<file path="src/rtl/core/hsp_pkg.sv">
// Shared types and constants of the Hilbert scan point generator.
// Used by every module of the block; depends on nothing.
`default_nettype none

package hsp_pkg;

   // Field and register widths
   localparam int POS_W       = 16;
   localparam int TARGET_W    = 16;
   localparam int ORDER_W     = 4;
   localparam int SCALE_W     = 8;
   localparam int PROD_W      = 24;
   localparam int MAX_ORDER_DEFAULT = 8;

   // Register reset values
   localparam logic [ORDER_W-1:0] ORDER_RESET = 4'd3;
   localparam logic [SCALE_W-1:0] SCALE_RESET = 8'd5;

   // Configuration port
   localparam int CSR_ADDR_W = 3;
   localparam int CSR_DATA_W = 32;
   localparam logic CSR_IDX_ORDER = 1'b0;
   localparam logic CSR_IDX_SCALE = 1'b1;

   // Sequencer states
   typedef enum logic [1:0] {
      ST_IDLE,
      ST_WALK,
      ST_SCALE,
      ST_HOLD
   } hsp_state_type;

endpackage : hsp_pkg

`default_nettype wire

</file>
<file path="src/rtl/core/hsp_walk.sv">
// Iterative index-to-point unit: one curve level per clock cycle.
// Depends on hsp_pkg.
`default_nettype none

module hsp_walk
   import hsp_pkg::*;
#(
   parameter int MAX_ORDER = MAX_ORDER_DEFAULT,
   localparam int CW = MAX_ORDER,
   localparam int OW = $clog2(MAX_ORDER + 1)
) (
   input  wire logic          clock,
   input  wire logic          reset,
   input  wire logic          start,
   input  wire logic [OW-1:0] order,
   input  wire logic [POS_W-1:0] index,
   output logic               done,
   output logic [CW-1:0]      grid_x,
   output logic [CW-1:0]      grid_y
);

   logic              busy_ff, busy_in;
   logic              done_ff, done_in;
   logic [OW-1:0]     lvl_ff, lvl_in;
   logic [OW-1:0]     order_ff, order_in;
   logic [POS_W-1:0]  t_ff, t_in;
   logic [CW-1:0]     x_ff, x_in;
   logic [CW-1:0]     y_ff, y_in;

   logic [CW-1:0]     side;
   logic [CW-1:0]     side_mask;
   logic              rx;
   logic              ry;
   logic [CW-1:0]     x_flip;
   logic [CW-1:0]     y_flip;
   logic [CW-1:0]     x_rot;
   logic [CW-1:0]     y_rot;

   // Rotate and flip the partial point for the current level
   always_comb begin
      side      = CW'(1) << lvl_ff;
      side_mask = side - CW'(1);
      rx        = t_ff[1];
      ry        = t_ff[0] ^ t_ff[1];
      x_flip    = rx ? (side_mask - x_ff) : x_ff;
      y_flip    = rx ? (side_mask - y_ff) : y_ff;
      if (!ry) begin
         x_rot = y_flip;
         y_rot = x_flip;
      end else begin
         x_rot = x_ff;
         y_rot = y_ff;
      end
   end

   // Load on start, advance one level while busy
   always_comb begin
      busy_in  = busy_ff;
      done_in  = 1'b0;
      lvl_in   = lvl_ff;
      order_in = order_ff;
      t_in     = t_ff;
      x_in     = x_ff;
      y_in     = y_ff;
      if (start) begin
         busy_in  = 1'b1;
         lvl_in   = '0;
         order_in = order;
         t_in     = index;
         x_in     = '0;
         y_in     = '0;
      end else if (busy_ff) begin
         x_in   = x_rot | (rx ? side : '0);
         y_in   = y_rot | (ry ? side : '0);
         t_in   = t_ff >> 2;
         lvl_in = lvl_ff + OW'(1);
         if (lvl_ff == order_ff - OW'(1)) begin
            busy_in = 1'b0;
            done_in = 1'b1;
         end
      end
   end

   always_ff @(posedge clock) begin
      if (reset) begin
         busy_ff <= 1'b0;
         done_ff <= 1'b0;
      end else begin
         busy_ff <= busy_in;
         done_ff <= done_in;
      end
      lvl_ff   <= lvl_in;
      order_ff <= order_in;
      t_ff     <= t_in;
      x_ff     <= x_in;
      y_ff     <= y_in;
   end

   assign done   = done_ff;
   assign grid_x = x_ff;
   assign grid_y = y_ff;

endmodule : hsp_walk

`default_nettype wire

</file>
<file path="src/rtl/core/hsp_scale.sv">
// Shared multiplier that scales the X then the Y grid coordinate.
// Depends on hsp_pkg.
`default_nettype none

module hsp_scale
   import hsp_pkg::*;
#(
   parameter int MAX_ORDER = MAX_ORDER_DEFAULT,
   localparam int CW = MAX_ORDER
) (
   input  wire logic               clock,
   input  wire logic               reset,
   input  wire logic               start,
   input  wire logic [CW-1:0]      grid_x,
   input  wire logic [CW-1:0]      grid_y,
   input  wire logic [SCALE_W-1:0] scale,
   output logic                    done,
   output logic [TARGET_W-1:0]     target_x,
   output logic [TARGET_W-1:0]     target_y
);

   logic                busy_ff, busy_in;
   logic                sel_y_ff, sel_y_in;
   logic                done_ff, done_in;
   logic [TARGET_W-1:0] tx_ff, tx_in;
   logic [TARGET_W-1:0] ty_ff, ty_in;
   logic [CW-1:0]       operand;
   logic [PROD_W-1:0]   product;

   // One multiply per cycle, operand picked by the step
   always_comb begin
      operand = sel_y_ff ? grid_y : grid_x;
      product = PROD_W'(operand) * PROD_W'(scale);
   end

   // Step X, then Y, then report done
   always_comb begin
      busy_in  = busy_ff;
      sel_y_in = sel_y_ff;
      done_in  = 1'b0;
      tx_in    = tx_ff;
      ty_in    = ty_ff;
      if (start) begin
         busy_in  = 1'b1;
         sel_y_in = 1'b0;
      end else if (busy_ff) begin
         if (!sel_y_ff) begin
            tx_in    = product[TARGET_W-1:0];
            sel_y_in = 1'b1;
         end else begin
            ty_in   = product[TARGET_W-1:0];
            busy_in = 1'b0;
            done_in = 1'b1;
         end
      end
   end

   always_ff @(posedge clock) begin
      if (reset) begin
         busy_ff  <= 1'b0;
         sel_y_ff <= 1'b0;
         done_ff  <= 1'b0;
      end else begin
         busy_ff  <= busy_in;
         sel_y_ff <= sel_y_in;
         done_ff  <= done_in;
      end
      tx_ff <= tx_in;
      ty_ff <= ty_in;
   end

   assign done     = done_ff;
   assign target_x = tx_ff;
   assign target_y = ty_ff;

endmodule : hsp_scale

`default_nettype wire

</file>
<file path="src/rtl/core/hilbert_scan_point_generator.sv">
// Hilbert scan point generator. Each request carries the two axis-idle flags. A request
// with either axis busy is taken and gives no result. A request with both axes idle
// gives one result: the next point of a Hilbert curve of order curve_order (grid side
// 2^order, walk starting at (0,0)), each coordinate multiplied by coord_scale and kept
// to 16 bits, plus its index along the curve; the index then advances and wraps after
// 4^order points. Such a request passes through the level walk (one curve level per
// cycle), then the shared multiplier (X, then Y), then into the output register. The
// block takes no new request until the result is in the output register, but takes the
// next one while a finished result still waits in the output register.
// Depends on hsp_pkg, hsp_walk and hsp_scale.
`default_nettype none

module hilbert_scan_point_generator
   import hsp_pkg::*;
#(
   parameter int MAX_ORDER = MAX_ORDER_DEFAULT
) (
   input  wire logic                  clock,
   input  wire logic                  reset,
   // request channel
   input  wire logic                  req_valid,
   output logic                       req_ready,
   input  wire logic                  req_x_idle,
   input  wire logic                  req_y_idle,
   // result channel
   output logic                       rsp_valid,
   input  wire logic                  rsp_ready,
   output logic [TARGET_W-1:0]        rsp_target_x,
   output logic [TARGET_W-1:0]        rsp_target_y,
   output logic [POS_W-1:0]           rsp_point_number,
   // configuration port
   input  wire logic                  psel,
   input  wire logic                  penable,
   input  wire logic                  pwrite,
   input  wire logic [CSR_ADDR_W-1:0] paddr,
   input  wire logic [CSR_DATA_W-1:0] pwdata,
   output logic [CSR_DATA_W-1:0]      prdata,
   output logic                       pready
);

   localparam int CW = MAX_ORDER;
   localparam int OW = $clog2(MAX_ORDER + 1);

   hsp_state_type       state_ff, state_in;
   logic [ORDER_W-1:0]  order_ff, order_in;
   logic [SCALE_W-1:0]  scale_ff, scale_in;
   logic [POS_W-1:0]    pos_ff, pos_in;
   logic [POS_W-1:0]    num_ff, num_in;
   logic                out_valid_ff, out_valid_in;
   logic [TARGET_W-1:0] out_x_ff, out_x_in;
   logic [TARGET_W-1:0] out_y_ff, out_y_in;
   logic [POS_W-1:0]    out_num_ff, out_num_in;

   logic                csr_write;
   logic [OW-1:0]       eff_order;
   logic [POS_W-1:0]    index_mask;
   logic [POS_W-1:0]    index_now;
   logic                req_take;
   logic                req_point;
   logic                walk_done;
   logic                scale_start;
   logic                scale_done;
   logic                out_free;
   logic                out_load;
   logic [CW-1:0]       grid_x;
   logic [CW-1:0]       grid_y;
   logic [TARGET_W-1:0] scaled_x;
   logic [TARGET_W-1:0] scaled_y;

   // Configuration registers
   assign pready    = 1'b1;
   assign csr_write = psel & penable & pwrite & pready;

   always_comb begin
      order_in = order_ff;
      scale_in = scale_ff;
      if (csr_write) begin
         case (paddr[2])
            CSR_IDX_ORDER: order_in = pwdata[ORDER_W-1:0];
            CSR_IDX_SCALE: scale_in = pwdata[SCALE_W-1:0];
            default: ;
         endcase
      end
   end

   always_comb begin
      case (paddr[2])
         CSR_IDX_ORDER: prdata = CSR_DATA_W'(order_ff);
         CSR_IDX_SCALE: prdata = CSR_DATA_W'(scale_ff);
         default:       prdata = '0;
      endcase
   end

   // Clamp the order to 1..MAX_ORDER
   always_comb begin
      if (order_ff == '0) begin
         eff_order = OW'(1);
      end else if (int'(order_ff) > MAX_ORDER) begin
         eff_order = OW'(MAX_ORDER);
      end else begin
         eff_order = OW'(order_ff);
      end
   end

   // Index mask covers the low 2*order bits
   always_comb begin
      for (int i = 0; i < POS_W; i++) begin
         index_mask[i] = (i < 2 * int'(eff_order));
      end
   end

   assign index_now = pos_ff & index_mask;
   assign req_take  = req_valid & req_ready;
   assign req_point = req_take & req_x_idle & req_y_idle;
   assign out_free  = ~out_valid_ff | rsp_ready;

   // Next state
   always_comb begin
      state_in = state_ff;
      case (state_ff)
         ST_IDLE:  if (req_point)  state_in = ST_WALK;
         ST_WALK:  if (walk_done)  state_in = ST_SCALE;
         ST_SCALE: if (scale_done) state_in = ST_HOLD;
         ST_HOLD:  if (out_free)   state_in = ST_IDLE;
         default:                  state_in = ST_IDLE;
      endcase
   end

   // Sequencer outputs
   always_comb begin
      req_ready   = 1'b0;
      scale_start = 1'b0;
      out_load    = 1'b0;
      case (state_ff)
         ST_IDLE:  req_ready   = 1'b1;
         ST_WALK:  scale_start = walk_done;
         ST_SCALE: ;
         ST_HOLD:  out_load    = out_free;
         default:  ;
      endcase
   end

   // Latch the index and advance the position on a point request
   always_comb begin
      pos_in = pos_ff;
      num_in = num_ff;
      if (req_point) begin
         num_in = index_now;
         pos_in = (index_now + POS_W'(1)) & index_mask;
      end
   end

   // Output register: load a finished point, drop it once taken
   always_comb begin
      out_valid_in = out_valid_ff;
      out_x_in     = out_x_ff;
      out_y_in     = out_y_ff;
      out_num_in   = out_num_ff;
      if (rsp_ready) begin
         out_valid_in = 1'b0;
      end
      if (out_load) begin
         out_valid_in = 1'b1;
         out_x_in     = scaled_x;
         out_y_in     = scaled_y;
         out_num_in   = num_ff;
      end
   end

   always_ff @(posedge clock) begin
      if (reset) begin
         state_ff     <= ST_IDLE;
         order_ff     <= ORDER_RESET;
         scale_ff     <= SCALE_RESET;
         pos_ff       <= '0;
         out_valid_ff <= 1'b0;
      end else begin
         state_ff     <= state_in;
         order_ff     <= order_in;
         scale_ff     <= scale_in;
         pos_ff       <= pos_in;
         out_valid_ff <= out_valid_in;
      end
      num_ff     <= num_in;
      out_x_ff   <= out_x_in;
      out_y_ff   <= out_y_in;
      out_num_ff <= out_num_in;
   end

   hsp_walk #(
      .MAX_ORDER (MAX_ORDER)
   ) u_walk (
      .clock  (clock),
      .reset  (reset),
      .start  (req_point),
      .order  (eff_order),
      .index  (index_now),
      .done   (walk_done),
      .grid_x (grid_x),
      .grid_y (grid_y)
   );

   hsp_scale #(
      .MAX_ORDER (MAX_ORDER)
   ) u_scale (
      .clock    (clock),
      .reset    (reset),
      .start    (scale_start),
      .grid_x   (grid_x),
      .grid_y   (grid_y),
      .scale    (scale_ff),
      .done     (scale_done),
      .target_x (scaled_x),
      .target_y (scaled_y)
   );

   assign rsp_valid        = out_valid_ff;
   assign rsp_target_x     = out_x_ff;
   assign rsp_target_y     = out_y_ff;
   assign rsp_point_number = out_num_ff;

endmodule : hilbert_scan_point_generator

`default_nettype wire

</file>
<file path="config.mk">
export PLATFORM = sky130hd
export DESIGN_NAME = hilbert_scan_point_generator
export DESIGN_NICKNAME = d
export VERILOG_FILES = /design/src/rtl/core/hsp_pkg.sv /design/src/rtl/core/hsp_walk.sv /design/src/rtl/core/hsp_scale.sv /design/src/rtl/core/hilbert_scan_point_generator.sv
export SDC_FILE = /design/constraint.sdc
export NUM_CORES = 1
export LEC_CHECK = 0
export ABC_AREA = 1
export BUFFER_PORTS_ARGS = -buffer_cell sky130_fd_sc_hd__buf_2
export CORE_UTILIZATION = 53
export DETAILED_ROUTE_END_ITERATION = 10
export PLACE_DENSITY = 0.77
export REMOVE_ABC_BUFFERS = 1
export SYNTH_ARGS = -nofsm -noshare
export SYNTH_HDL_FRONTEND = slang
export SYNTH_HIERARCHICAL = 1
export SYNTH_SLANG_ARGS = --single-unit
</file>
<file path="constraint.sdc">
create_clock -name clock -period 4.1 [get_ports clock]
set_input_delay 0.41 -clock clock [delete_from_list [all_inputs] [get_ports clock]]
set_output_delay 0.41 -clock clock [all_outputs]
set_load 0.03 [all_outputs]
</file>
==> run summary <==
Die X-Extent: 141 um
# H-tree levels: 4
Worst-path clk slew: 0.06 ns
FF+latch count, synth: 172
CTS tree: built
Number of flops mapped to enable cells by yosys: 116
Post-route ant nets: 0
YS warnings: 6
DIE AREA: 0.0200 mm2
Final setup viols: 16
Worst R2R Path Depth: 18
Crit-path max cell delay: 0.52 ns
# IOs: 127
Sequential element share of the synthesized area: 44.7%
Final WS setup: -0.143 ns
Row cnt: 50
First-pass DRT Iterations: 5
Clock root buffer: clkbuf_16
Main synth FF type: edfxtp_1
Most frequent cell after synthesis: nand2_1
Highest clock rate: 236 MHz
Vias: 7,874
Layout Skew: 0.0104 ns
Final Hold Fails: 0
Setup CP Type: reg -> reg
Routed vias/inst: 5.21
Drt initial violations: 510
Number of diodes: 0
CP startpoint kind: register
Initial core utilization: 54.6%
Nets@finish: 1,384
Routed len/inst: 14.7 um
Crit path max fanout: 7
Max Cap Violations: 0
Critical Path Sink Type: register
Status: finished with violations
Critical path required time: 4.27 ns
Slowest cell on crit path: fa_1
Rel. slew slack: 54.3%
Reg2Reg Setup Slack: -0.14 ns
First-pass GRT wire length: 34,700 um
Share of the synthesized area in the top cell type: 33.8%
Layout cells sized above 1: 24.8%
# DRC: 0
Hold Buf Count CTS: 0
CP arrival: 4.42 ns
CORE AREA: 0.0189 mm2
Largest cells by area after synthesis: edfxtp_1 (34%), dfxtp_1 (11%), nand2_1 (8.0%)
Most instantiated cells after synthesis: nand2_1 (219), inv_1 (178), edfxtp_1 (116), nor2_1 (100), ha_1 (63)
Clock Path Buffers: 2
Slew of the pin with the lowest slew margin: 0.685 ns
GRT Residual Overflow: 0
Leak: 5.52 nW
Largest net degree at the start of global routing: 49
Final period demand of the worst path: 4.24 ns
Final period util: 103%
Post-Syn Instances: 1,111
Clk_lat worst skew: 0.43 ns
Netlist Area Pre-Place: 0.0103 mm2
Clock Sink Count: 172
Synth async-reset ratio: 0%
Routability cong.: 0.916
Die Height: 141 um
Tot GR Track Use: 22.2%
Hold path depth: 3
Avg Cell Area, Syn: 9.28 um2
Min-Delay Path Class: in -> reg
TritonCTS Buffers: 17
Vias in the first global route: 7,544
Worst path cell trace: inv_8 -> or2_4 -> o21ai_4 -> buf_6 -> nor2_1 -> fa_1 -> fa_1 -> fa_1 -> inv_1 -> fa_1 -> inv_1 -> ha_2 -> nand2_1 -> nand2_1 -> a21oi_1 -> nand3_2 -> nand2_1 -> nand2_1
Final instance area: 0.0122 mm2
Port Buffer Count: 75
Distinct cells, synth: 52
Cell taking the most area after synthesis: edfxtp_1
RSZ-0062 raised after global routing: true
Placed Instance Area: 0.0112 mm2
Hold WS: 0.240 ns
Initial antenna violation count: 0
Post-detail-place hpwl: 15,500 um
Cell Pwr Density: 625 mW/mm2
Worst vdd ir: 0.360 mV
Post-Route WL: 22,300 um
Layout area overhead: 18.7%
Violated checks: setup timing
Fin. max-slew vios: 0
-- cell usage in the layout, fill, tap and decap left out, types with 44 or more instances in the layout --
master    instances
a21oi_1          44
buf_2            75
buf_4            46
dfxtp_1          55
edfxtp_1        116
ha_1             54
inv_1           164
nand2_1         192
nor2_1           89
o21ai_0          45
-- flip-flops by register name, indices dropped and copies added, names as in the netlist, 2 cells and up --
signal and count:
u_walk/grid_y 8, state_ff 2, u_walk/grid_x 8, num_ff 16, pos_ff 16, u_scale/target_x 16
u_walk/t_ff 16, order_ff 4, u_walk/lvl_ff 4, u_walk/order_ff 4, u_scale/target_y 16, rsp_target_x 16
rsp_point_number 16, scale_ff 8, rsp_target_y 16
-- cell type report --
cell class              instances  area (um2)
clock buffers                  24         514
clock inverters                 8         126
fillers                      1501        6660
inverters                     192         746
multi-input cells             727        5100
flip-flops and latches        172        4610
well taps                     260         325
repair buffers                129         815
-- cell families (layout without fill, tap and decap cells) --
| family | count (synthesis) | count (layout) | share of synthesized area [%] |
|---|---|---|---|
| xor+xnor | 20 | 20 | 1.70 |
| buf+inv | 235 | 353 | 9.97 |
| simple gates | 434 | 434 | 19.4 |
| fa+ha+maj | 101 | 101 | 15.0 |
| compound gates | 145 | 145 | 8.75 |
| flops | 172 | 172 | 44.7 |
| other cells | 2 | 25 | 0.0729 |
| mux | 2 | 2 | 0.437 |
-- worst paths after layout --
check | from | endpoint
worst min register to register | u_scale/target_y[14] | rsp_target_y[14]
worst min-delay path | pwdata[2] | scale_ff[2]
worst max register to register | u_scale/sel_y_ff | u_scale/target_x[13]
worst max-delay path | u_scale/sel_y_ff | u_scale/target_x[13]
-- where the power goes --
group | leakage, nW | switching [mW] | internal (mW)
Sequential | 1.52 | 0.136 | 2.08
Combinational | 3.68 | 2.25 | 1.47
Clock | 0.315 | 0.642 | 1.07
-- what timing repair did --
| item | CTS | global route |
|---|---|---|
| endpoints found under the setup margin | 18 | 20 |
| pin swaps | 38 | 30 |
| buffers inserted | 4 | 4 |
| gates resized for setup | 43 | 57 |
-- metal layers --
metal	up-vias	wire length [um]	GRT usage [%]
met5	-	0	0
met4	0	492	8.09
met3	48	1320	3.61
met2	313	11400	40.1
met1	3682	9020	26.6
li1	3831	-	-
-- through the flow --
stage / setup slack, ns / util, % / cells / TNS (ns) / power, mW
final: -0.143 / 64.8 / 1512 / -1.99 / 7.64
after CTS: -0.0774 / 63.8 / 1509 / -0.683 / 7.48
after detailed placement: -0.240 / 59.3 / 1473 / -3.26 / 5.61
after global placement: -0.187 / 59.3 / 1473 / -2.56 / 5.51
after floorplan: -0.581 / - / 1091 / -20.68 / 4.76
after global routing: -0.311 / 64.8 / 1512 / -4.34 / 8.23
-- critical path, delay by kind of cell, from the launching register on --
family	cells	cell delay [ns]
buf+inv	4	0.30
compound gates	2	0.33
fa+ha+maj	5	2.23
flops	1	0.43
simple gates	7	0.69
Power figures use the tool's default switching activity.
